### config.mk
export PLATFORM = sky130hd
export DESIGN_NAME = xorshift128plus_random_generator_top
export DESIGN_NICKNAME = d
export VERILOG_FILES = /design/src/rtl/core/x128p_pkg.sv /design/src/rtl/core/xorshift128plus_random_generator_top.sv
export SDC_FILE = /design/constraint.sdc
export NUM_CORES = 2
export LEC_CHECK = 0
export ABC_AREA = 1
export BUFFER_PORTS_ARGS = -buffer_cell sky130_fd_sc_hd__buf_2
export CAP_MARGIN = 20
export CELL_PAD_IN_SITES_DETAIL_PLACEMENT = 0
export CELL_PAD_IN_SITES_GLOBAL_PLACEMENT = 1
export CORE_MARGIN = 5
export CORE_UTILIZATION = 54
export CTS_BUF_LIST = sky130_fd_sc_hd__clkbuf_2 sky130_fd_sc_hd__clkbuf_4 sky130_fd_sc_hd__clkbuf_8
export DETAILED_ROUTE_END_ITERATION = 10
export GPL_ROUTABILITY_DRIVEN = 0
export HOLD_SLACK_MARGIN = 0.05
export PLACE_DENSITY = 0.88
export RECOVER_POWER = 50
export SLEW_MARGIN = 20
export SYNTH_ARGS = -nofsm -noshare
export SYNTH_HDL_FRONTEND = slang
export SYNTH_SLANG_ARGS = --single-unit
export TNS_END_PERCENT = 1
### constraint.sdc
create_clock -name clk -period 18.74 [get_ports clk]
set_input_delay 0.937 -clock clk [delete_from_list [all_inputs] [get_ports clk]]
set_output_delay 0.937 -clock clk [all_outputs]
set_load 0.03 [all_outputs]
### src/rtl/core/x128p_pkg.sv
`timescale 1ns / 1ps
`default_nettype none

package x128p_pkg;

  // Murmur3 64-bit finalizer
  localparam logic [63:0] MIX_MUL_A = 64'hFF51AFD7ED558CCD;
  localparam logic [63:0] MIX_MUL_B = 64'hC4CEB9FE1A85EC53;
  localparam int unsigned MIX_SHIFT = 33;
  localparam int unsigned DRAW_31_SHIFT = 33;

  // request function codes
  localparam logic [1:0] FUNC_TOP_BITS = 2'd0;
  localparam logic [1:0] FUNC_BELOW    = 2'd1;
  localparam logic [1:0] FUNC_FULL     = 2'd2;

  // phases of one hash pass
  localparam logic [1:0] MIX_STEP_A   = 2'd0;
  localparam logic [1:0] MIX_STEP_B   = 2'd1;
  localparam logic [1:0] MIX_STEP_END = 2'd2;

  typedef enum logic [7:0] {
    ST_IDLE = 8'b0000_0001,
    ST_MIX  = 8'b0000_0010,
    ST_MUL  = 8'b0000_0100,
    ST_DRAW = 8'b0000_1000,
    ST_POW  = 8'b0001_0000,
    ST_DIV  = 8'b0010_0000,
    ST_CHK  = 8'b0100_0000,
    ST_OUT  = 8'b1000_0000
  } state_t;

endpackage

`default_nettype wire

### src/rtl/core/xorshift128plus_random_generator_top.sv
// xorshift128+ random generator.
// Input channel (in_valid / in_stall, fields in_func, in_bit_count, in_bound)
// takes one request; the result channel (out_valid / out_stall, out_value)
// returns exactly one 64-bit zero-extended value per request, in order.
// Request steps: a draw, then the output step for top bits or full word; a
// power-of-two bound adds a multiply step, any other bound a divide and a
// rejection check per draw attempt (bit-serial restoring divider, one quotient
// bit per cycle; a rejected draw repeats the attempt, fewer than half of them on average).
// A finished result sits in the output register while the receiver stalls;
// the next request is taken meanwhile and waits for that register to free.
// cfg_wr_en with cfg_wr_data writes the seed. Reset (seed 0) and every seed
// write rerun the hash of both state words: two passes of two bit-serial
// 64-bit multiplies, with in_stall high throughout.
// rst_n is synchronous; it drops any pending result.
`timescale 1ns / 1ps
`default_nettype none

module xorshift128plus_random_generator_top (
  input  wire logic        clk,
  input  wire logic        rst_n,
  input  wire logic        in_valid,
  output logic             in_stall,
  input  wire logic [1:0]  in_func,
  input  wire logic [5:0]  in_bit_count,
  input  wire logic [30:0] in_bound,
  output logic             out_valid,
  input  wire logic        out_stall,
  output logic [63:0]      out_value,
  input  wire logic        cfg_wr_en,
  input  wire logic [63:0] cfg_wr_data
);

  x128p_pkg::state_t state_r, state_nxt;
  logic [1:0]  step_r, step_nxt;
  logic        half_r, half_nxt;
  logic [5:0]  cnt_r, cnt_nxt;
  logic [63:0] h_r, h_nxt;
  logic [63:0] acc_r, acc_nxt;
  logic [63:0] mcand_r, mcand_nxt;
  logic [63:0] mplier_r, mplier_nxt;
  logic [63:0] st_lo_r, st_lo_nxt;
  logic [63:0] st_hi_r, st_hi_nxt;
  logic [1:0]  func_r, func_nxt;
  logic [5:0]  bits_r, bits_nxt;
  logic [30:0] bound_r, bound_nxt;
  logic [30:0] r_r, r_nxt;
  logic [30:0] div_sh_r, div_sh_nxt;
  logic [30:0] rem_r, rem_nxt;
  logic [63:0] res_r, res_nxt;
  logic        out_valid_r, out_valid_nxt;
  logic [63:0] out_value_r, out_value_nxt;

  logic [63:0] h_x;
  logic [63:0] acc_add;
  logic [63:0] xa1, xa2, xa_new, draw_w;
  logic [5:0]  bits_sat;
  logic [6:0]  shamt;
  logic [30:0] draw_r31;
  logic        bound_pow2;
  logic [61:0] pow_prod;
  logic [31:0] div_t, div_diff;
  logic        div_ge;
  logic [31:0] chk_sum;
  logic        in_acc;
  logic        out_free;

  assign in_stall  = (state_r != x128p_pkg::ST_IDLE) || cfg_wr_en;
  assign in_acc    = in_valid && !in_stall;
  assign out_valid = out_valid_r;
  assign out_value = out_value_r;
  assign out_free  = !out_valid_r || !out_stall;

  // hash xor-shift
  assign h_x = h_r ^ (h_r >> x128p_pkg::MIX_SHIFT);

  // one bit of the serial multiply
  assign acc_add = mplier_r[0] ? (acc_r + mcand_r) : acc_r;

  // xorshift128+ advance
  assign xa1    = st_lo_r ^ (st_lo_r << 23);
  assign xa2    = xa1 ^ (xa1 >> 17);
  assign xa_new = xa2 ^ st_hi_r ^ (st_hi_r >> 26);
  assign draw_w = st_hi_r + xa_new;
  assign draw_r31 = draw_w[63:x128p_pkg::DRAW_31_SHIFT];

  assign bits_sat = (bits_r > 6'd32) ? 6'd32 : bits_r;
  assign shamt    = 7'd64 - {1'b0, bits_sat};

  // zero bound also lands here and gives zero
  assign bound_pow2 = (bound_r & (bound_r - 31'd1)) == 31'd0;
  assign pow_prod   = 62'(bound_r) * 62'(r_r);

  // restoring divide step
  assign div_t    = {rem_r, div_sh_r[30]};
  assign div_ge   = div_t >= {1'b0, bound_r};
  assign div_diff = div_t - {1'b0, bound_r};

  // rejection test: r - v + bound - 1 must fit in 31 bits
  assign chk_sum = {1'b0, r_r} - {1'b0, rem_r} + {1'b0, bound_r} - 32'd1;

  always_comb begin
    state_nxt     = state_r;
    step_nxt      = step_r;
    half_nxt      = half_r;
    cnt_nxt       = cnt_r;
    h_nxt         = h_r;
    acc_nxt       = acc_r;
    mcand_nxt     = mcand_r;
    mplier_nxt    = mplier_r;
    st_lo_nxt     = st_lo_r;
    st_hi_nxt     = st_hi_r;
    func_nxt      = func_r;
    bits_nxt      = bits_r;
    bound_nxt     = bound_r;
    r_nxt         = r_r;
    div_sh_nxt    = div_sh_r;
    rem_nxt       = rem_r;
    res_nxt       = res_r;
    out_valid_nxt = out_valid_r && out_stall;
    out_value_nxt = out_value_r;

    case (state_r)
      x128p_pkg::ST_IDLE: begin
        if (in_acc) begin
          func_nxt  = in_func;
          bits_nxt  = in_bit_count;
          bound_nxt = in_bound;
          state_nxt = x128p_pkg::ST_DRAW;
        end
      end
      x128p_pkg::ST_MIX: begin
        case (step_r)
          x128p_pkg::MIX_STEP_A: begin
            mcand_nxt  = h_x;
            acc_nxt    = '0;
            mplier_nxt = x128p_pkg::MIX_MUL_A;
            cnt_nxt    = '0;
            step_nxt   = x128p_pkg::MIX_STEP_B;
            state_nxt  = x128p_pkg::ST_MUL;
          end
          x128p_pkg::MIX_STEP_B: begin
            mcand_nxt  = h_x;
            acc_nxt    = '0;
            mplier_nxt = x128p_pkg::MIX_MUL_B;
            cnt_nxt    = '0;
            step_nxt   = x128p_pkg::MIX_STEP_END;
            state_nxt  = x128p_pkg::ST_MUL;
          end
          default: begin
            step_nxt = x128p_pkg::MIX_STEP_A;
            if (!half_r) begin
              st_lo_nxt = h_x;
              h_nxt     = ~h_x;
              half_nxt  = 1'b1;
            end else begin
              st_hi_nxt = h_x;
              state_nxt = x128p_pkg::ST_IDLE;
            end
          end
        endcase
      end
      x128p_pkg::ST_MUL: begin
        acc_nxt    = acc_add;
        mcand_nxt  = mcand_r << 1;
        mplier_nxt = mplier_r >> 1;
        cnt_nxt    = cnt_r + 6'd1;
        if (cnt_r == 6'd63) begin
          h_nxt     = acc_add;
          state_nxt = x128p_pkg::ST_MIX;
        end
      end
      x128p_pkg::ST_DRAW: begin
        st_lo_nxt = st_hi_r;
        st_hi_nxt = xa_new;
        r_nxt     = draw_r31;
        if (func_r == x128p_pkg::FUNC_TOP_BITS) begin
          res_nxt   = (bits_r == 6'd0) ? 64'd0 : (draw_w >> shamt);
          state_nxt = x128p_pkg::ST_OUT;
        end else if (func_r == x128p_pkg::FUNC_BELOW) begin
          if (bound_pow2) begin
            state_nxt = x128p_pkg::ST_POW;
          end else begin
            div_sh_nxt = draw_r31;
            rem_nxt    = '0;
            cnt_nxt    = '0;
            state_nxt  = x128p_pkg::ST_DIV;
          end
        end else begin
          // FUNC_FULL and the unused code
          res_nxt   = draw_w;
          state_nxt = x128p_pkg::ST_OUT;
        end
      end
      x128p_pkg::ST_POW: begin
        res_nxt   = {33'd0, pow_prod[61:31]};
        state_nxt = x128p_pkg::ST_OUT;
      end
      x128p_pkg::ST_DIV: begin
        rem_nxt    = div_ge ? div_diff[30:0] : div_t[30:0];
        div_sh_nxt = div_sh_r << 1;
        cnt_nxt    = cnt_r + 6'd1;
        if (cnt_r == 6'd30) begin
          state_nxt = x128p_pkg::ST_CHK;
        end
      end
      x128p_pkg::ST_CHK: begin
        if (!chk_sum[31]) begin
          res_nxt   = {33'd0, rem_r};
          state_nxt = x128p_pkg::ST_OUT;
        end else begin
          state_nxt = x128p_pkg::ST_DRAW;
        end
      end
      x128p_pkg::ST_OUT: begin
        if (out_free) begin
          out_value_nxt = res_r;
          out_valid_nxt = 1'b1;
          state_nxt     = x128p_pkg::ST_IDLE;
        end
      end
      default: begin
        state_nxt = x128p_pkg::ST_IDLE;
      end
    endcase

    // seed write restarts the hash of both state words
    if (cfg_wr_en) begin
      h_nxt     = cfg_wr_data;
      step_nxt  = x128p_pkg::MIX_STEP_A;
      half_nxt  = 1'b0;
      state_nxt = x128p_pkg::ST_MIX;
    end
  end

  always_ff @(posedge clk) begin
    if (!rst_n) begin
      state_r     <= x128p_pkg::ST_MIX;
      step_r      <= x128p_pkg::MIX_STEP_A;
      half_r      <= 1'b0;
      cnt_r       <= '0;
      h_r         <= '0;
      out_valid_r <= 1'b0;
    end else begin
      state_r     <= state_nxt;
      step_r      <= step_nxt;
      half_r      <= half_nxt;
      cnt_r       <= cnt_nxt;
      h_r         <= h_nxt;
      out_valid_r <= out_valid_nxt;
    end
  end

  always_ff @(posedge clk) begin
    acc_r       <= acc_nxt;
    mcand_r     <= mcand_nxt;
    mplier_r    <= mplier_nxt;
    st_lo_r     <= st_lo_nxt;
    st_hi_r     <= st_hi_nxt;
    func_r      <= func_nxt;
    bits_r      <= bits_nxt;
    bound_r     <= bound_nxt;
    r_r         <= r_nxt;
    div_sh_r    <= div_sh_nxt;
    rem_r       <= rem_nxt;
    res_r       <= res_nxt;
    out_value_r <= out_value_nxt;
  end

`ifndef SYNTHESIS
  a_accept_draws: assert property (@(posedge clk) disable iff (!rst_n)
    in_acc |=> state_r == x128p_pkg::ST_DRAW)
    else $error("accepted request did not start a draw");

  a_state_nonzero: assert property (@(posedge clk) disable iff (!rst_n)
    state_r == x128p_pkg::ST_IDLE |-> (st_lo_r | st_hi_r) != 64'd0)
    else $error("generator state is all zero");

  a_rem_below: assert property (@(posedge clk) disable iff (!rst_n)
    state_r == x128p_pkg::ST_DIV |-> rem_r < bound_r)
    else $error("partial remainder not below bound");

  a_out_hold: assert property (@(posedge clk) disable iff (!rst_n)
    state_r == x128p_pkg::ST_OUT && out_valid_r && out_stall
      |=> state_r == x128p_pkg::ST_OUT)
    else $error("result left while output register was full");
`endif

endmodule

`default_nettype wire
# Word-level counts from Yosys, hierarchy flattened
# Index checks and enable logic that the tools add are counted.
# W data, S select, Z words.
dict set report word_totals {
  elab_cells 156
  inputBits 108
  out_inout_bits 66
  regBits 662
}
dict set report classes {
  muxes 52
  bitwise 9
  multipliers 1
  eq_ne 31
  magnitude_cmp 2
  reduce_logical 32
  add_sub_neg 9
  n_shift 1
}
# operator n
set ops {}
lappend ops {{$mux W64} 15}
lappend ops {{$pmux W64 S2} 7}
lappend ops {{$mux W31} 7}
lappend ops {{$pmux W64 S3} 1}
lappend ops {{$add A64 B64 Y64} 2}
lappend ops {{$xor A64 B64 Y64} 2}
lappend ops {{$pmux W31 S2} 2}
lappend ops {{$mux W8} 9}
lappend ops {{$not A64 Y64} 1}
lappend ops {{$pmux W8 S8} 1}
lappend ops {{$shr A64 B7 Y64} 1}
lappend ops {{$xor A64 B31 Y64} 1}
lappend ops {{$xor A64 B38 Y64} 1}
lappend ops {{$xor A64 B47 Y64} 1}
lappend ops {{$mul A31 B31 Y62} 1}
lappend ops {{$mux W6} 6}
lappend ops {{$add A32 B31 Y32} 1}
lappend ops {{$ge A32 B31 Y1} 1}
lappend ops {{$sub A31 B31 Y32} 1}
lappend ops {{$sub A32 B1 Y32 const B} 1}
lappend ops {{$and A31 B31 Y31} 1}
lappend ops {{$logic_not A31 Y1} 1}
lappend ops {{$sub A31 B1 Y31 const B} 1}
lappend ops {{$sub A31 B31 Y31} 1}
lappend ops {{33 further kinds} 71}

# Logic depth before layout (Yosys ltp)
dict set report depth {
  word_depth 9
  ltp_mapped 35
  ltp_nobuf 33
}

# Worst setup path after synthesis
# OpenSTA, ideal clock, no wires.
dict set report synth_timing {
  path_kind {register to register}
  startpoint {reg bound_r[29]}
  endpoint {reg res_r[15] (data pin)}
  slack_ns 11.839
  path_buffers 2
  setup_time_ns 0.253
  path_stages_with_launch 30
  arrival_ns 6.648
  synth_period_minus_slack_ns 6.901
  required_time_ns 18.487
  path_cell_list {edfxtp_1 -> clkbuf_1 -> clkbuf_1 -> nand2_1 -> fa_1 -> inv_1 -> fa_1 -> fa_1 -> inv_1 -> fa_1 -> inv_1 -> fa_1 -> fa_1 -> fa_1 -> inv_1 -> fa_1 -> inv_1 -> ha_1 -> a21oi_1 -> o21ai_0 -> nand2_1 -> nand2_1 -> a21oi_1 -> nand3_1 -> nand3_1 -> o211ai_1 -> or2_2 -> a32o_1 -> inv_1 -> nand2_1}
}
dict set report synth_via {
  elab_chain_cells 2
}
# element line_no
set synth_rtl {}
lappend synth_rtl {{start: declaration} xorshift128plus_random_generator_top.sv:45} ;# logic [30:0] bound_r, bound_nxt;
lappend synth_rtl {{start signal: assignment} xorshift128plus_random_generator_top.sv:261} ;# bound_r <= bound_nxt;
lappend synth_rtl {{$mul A31 B31 Y62} xorshift128plus_random_generator_top.sv:91} ;# assign pow_prod = 62'(bound_r) * 62'(r_r);
lappend synth_rtl {{$pmux W64 S3} xorshift128plus_random_generator_top.sv:122} ;# case (state_r)
lappend synth_rtl {{via res_nxt[15]} xorshift128plus_random_generator_top.sv:49} ;# logic [63:0] res_r, res_nxt;
lappend synth_rtl {{end signal: assignment} xorshift128plus_random_generator_top.sv:265} ;# res_r <= res_nxt;
lappend synth_rtl {{end: declaration} xorshift128plus_random_generator_top.sv:49}
# The timed path passes the listed nets, and every way through them passes these cells.
# A chain may end at the register's enable or synchronous reset.

# Final worst setup path
dict set report layout_timing {
  startpoint {reg r_r[10]}
  endpoint {reg res_r[23] (data pin)}
}
dict set report layout_via {
  elab_chain_cells 2
}
# element line_no
set layout_rtl {}
lappend layout_rtl {{start: declaration} xorshift128plus_random_generator_top.sv:46} ;# logic [30:0] r_r, r_nxt;
lappend layout_rtl {{start signal: assignment} xorshift128plus_random_generator_top.sv:262} ;# r_r <= r_nxt;
lappend layout_rtl {{$mul A31 B31 Y62} xorshift128plus_random_generator_top.sv:91}
lappend layout_rtl {{$pmux W64 S3} xorshift128plus_random_generator_top.sv:122}
lappend layout_rtl {{via res_nxt[23]} xorshift128plus_random_generator_top.sv:49}
# The timed path passes the listed nets, and every way through them passes these cells.

==> flow_summary.yaml <==
synthesis:
  synth_nets: 11200
  synthDominantAreaCellType: "sky130_fd_sc_hd__edfxtp_1"
  primary_flip_flop_cell_chosen_by_synthesis_mapping: "sky130_fd_sc_hd__edfxtp_1"
  synth.top_cells.by_area: "sky130_fd_sc_hd__edfxtp_1 23%, sky130_fd_sc_hd__fa_1 23%, sky130_fd_sc_hd__nand2_1 13%, sky130_fd_sc_hd__inv_1 10%, sky130_fd_sc_hd__ha_1 7.3%"
  synth.distinct_cells: 65
  synth_edf_count: 580
  synth_top_area_frac: 0.230
  yosysWarnings: 0
  part_of_the_yosys_area_used_for_sequential_elements: 0.251
  syn_area_per_cell_um2: 7.77
  ys_seq_elements: 662
  syn-cell-area_mm2: 0.0758
  synthCells: 9759
  async_set_or_reset_register_ratio_after_synthesis: 0
clock_tree:
  clock_tree_from_tritoncts: "built"
  cts.repair_timing.setup_buffer_count: 0
  cts_resized: 0
  clock_sinks: 662
  cts.reportedPaths.clkPinSlew_ns: 0.07
  worstSkewPairLatency_ns: 0.90
  clock_tree.htree_level_count: 3
  clockRootBuffer: "sky130_fd_sc_hd__clkbuf_8"
  cts_buffer_depth: 3
  cts-buffers-inserted: 116
  hold_buffers: 0
pwr:
  worst_ir_drop_vdd_v: 0.0000654
  pwr_density_cell_mw_per_mm2: 61.2
  power.leakage_nw: 42.3
grt:
  globalRouteOverflowTotal: 0
  first_pass_grt_wire_length_um: 384000
  grt_antenna_before_repair: 6
  track_usage: 0.339
  number_of_global_route_vias_before_repair: 65900
  pin_count_of_the_biggest_net_entering_global_routing: 92
worst_setup_path:
  critPathSlowestCell: "sky130_fd_sc_hd__fa_1"
  critical-path-top-cell-by-count: "sky130_fd_sc_hd__fa_1"
  timing.reg2reg.setup_slack_ns: 10.36
  cp_top_family: "adder cells"
  critPathMaxStageDelay_ns: 0.60
  path_max_fanout: 32
  path_class: "reg2reg"
  critical_path_buf_inv_count: 5
  critical_path.reg2reg.startpoint: "r_r[10]"
  timing.critical_path.arrival_ns: 8.92
  worstSetupEndpointType: "flop"
  setup.worst_path.start: "r_r[10]"
  critPathRequiredTime_ns: 19.28
  critPathLaunchType: "flop"
detailed_routing:
  drt_total_wl_um: 251000
  via_count: 65800
  viasPerCell: 5.60
  route.top_layer_used: "met4"
  dr.first_iter.drc_count: 6664
  route.met2.wl_um: 114000
  wl_met1_um: 99200
  drtPass1Iterations: 6
  routed-wl-met3_um: 24300
  routed_antenna_nets: 0
  drcViolationCount: 0
  post_drt_wl_per_cell_um: 21.4
timing:
  tightest_slew_ns: 4.27
  setup-tns-final_ns: 0
  finalCritPeriodShare: 0.447
  unrepaired_setup_endpoints_after_global_routing: "no"
  max_freq_ghz: 0.119
  final-setup-viol-count: 0
  worst_slew_margin_rel: -1.85
  finalHoldWorstSlack_ns: 0.214
  finalWorstPathRequiredPeriod_ns: 8.38
  timing.clock.skew_ns: 0.0768
  hold_viol_final: 0
  post-route-worst-setup-slack_ns: 10.36
  timing_max_transition_violations_final: 909
finish:
  seqCellArea_mm2: 0.0191
  drive_gt1_frac: 0.0468
  multi_input_area_mm2: 0.0475
  syn2layout_area_growth_pct: 6.52
  nNetsFinal: 11200
  final_util: 0.579
  final.fill_count: 13000
die:
  dieWidth_um: 385
  initial_core_util: 0.544
  io-pin-count: 174
  placement_rows: 137
  floorplan.die.height_um: 385
  fp.dieArea_mm2: 0.148
  core_area_mm2: 0.140
run_status:
  violated_checks: "max-capacitance violations, max-slew violations"
  outcome: "finished, violations left"
place:
  dpl.hpwl_um: 193000
  pre_cts_ws_ns: 10.68
  io_buffers: 173
flow_run:
  drv_cap: 16
hold_path:
  hold_path_class: "in2reg"
  min_from: "in_bound[1]"
cell usage in the layout (no fill, tap or decap), types with 40 or more instances in the layout:
| cell type | count |
|---|---|
| sky130_fd_sc_hd__a21oi_1 | 430 |
| sky130_fd_sc_hd__a31oi_1 | 80 |
| sky130_fd_sc_hd__buf_2 | 100 |
| sky130_fd_sc_hd__buf_4 | 90 |
| sky130_fd_sc_hd__clkbuf_1 | 85 |
| sky130_fd_sc_hd__clkbuf_8 | 123 |
| sky130_fd_sc_hd__dfxtp_1 | 82 |
| sky130_fd_sc_hd__edfxtp_1 | 580 |
| sky130_fd_sc_hd__fa_1 | 869 |
| sky130_fd_sc_hd__ha_1 | 441 |
| sky130_fd_sc_hd__inv_1 | 2085 |
| sky130_fd_sc_hd__nand2_1 | 2593 |
| sky130_fd_sc_hd__nand3_1 | 445 |
| sky130_fd_sc_hd__nand4_1 | 62 |
| sky130_fd_sc_hd__nor2_1 | 677 |
| sky130_fd_sc_hd__nor3_1 | 60 |
| sky130_fd_sc_hd__o211ai_1 | 40 |
| sky130_fd_sc_hd__o21ai_0 | 348 |
| sky130_fd_sc_hd__xnor2_1 | 134 |
| sky130_fd_sc_hd__xor2_1 | 159 |
kinds of logic (layout without fill, tap and decap cells):
logic type	Yosys count	after routing	share of synthesized area
simple gates	3938	3938	0.209
xor+xnor	299	299	0.0346
other cells	0	6	0
fa+ha+maj	1310	1310	0.302
compound gates	1062	1062	0.0790
buf+inv	2488	2596	0.123
flops	662	662	0.251
area by class of cell:
cell class,instances,area share
multi-input combinational,6609,0.588
sequential,662,0.236
inverter,2103,0.0978
tap,1876,0.0291
clock buffer,155,0.0239
timing repair buffer,275,0.0185
clock inverter,63,0.00654
antenna,6,0.000186
synthesized netlist by cell type, drive strengths merged, types with 40 or more instances:
master  instances
ha            441
dfxtp          82
edfxtp        580
xor2          164
buf            45
clkbuf        340
nor3           60
o211ai         41
a21oi         431
fa            869
or2            40
nand4          64
a31oi          80
xnor2         135
nor2          687
nand2        2597
inv          2092
o21ai         361
nand3         447
routing by layer:
metal  vias to the layer above  track usage
met2                      3217        0.544
met1                     31900        0.446
met3                       649       0.0673
met5                         -            0
li1                      30100            -
met4                         0        0.156
worst paths after layout:
kind	to	cells after the start
max	res_r[23]	26
min	bound_r[1]	1
max reg2reg	res_r[23]	26
min reg2reg	out_value[41]	0
stage by stage:
step / area (um2) / std cells / power, mW
floorplan: 75800 / 9759 / 2.93
global placement: 78400 / 11500 / 3.45
detailed placement: 78500 / 11500 / 3.46
CTS: 80900 / 11700 / 4.92
global route: 80800 / 11700 / 5.20
finish: 80800 / 11700 / 4.94
power by group:
part           switching, mW  internal [mW]  total [mW]  leakage (nW)
clock                  0.685          0.763        1.45          1.28
combinational           1.14          0.530        1.67          34.8
sequential            0.0813           1.75        1.83          6.17
total                   1.90           3.04        4.94          42.3
registers in the layout, indices dropped and copies added, names as in the netlist, 2 cells and up:
register / flops
out_value: 64
mplier_r: 64
func_r: 2
mcand_r: 64
bound_r: 31
cnt_r: 6
acc_r: 64
r_r: 31
st_hi_r: 64
rem_r: 31
div_sh_r: 31
step_r: 2
bits_r: 6
res_r: 64
state_r: 8
h_r: 64
st_lo_r: 64
(Power assumes the default switching activity.)
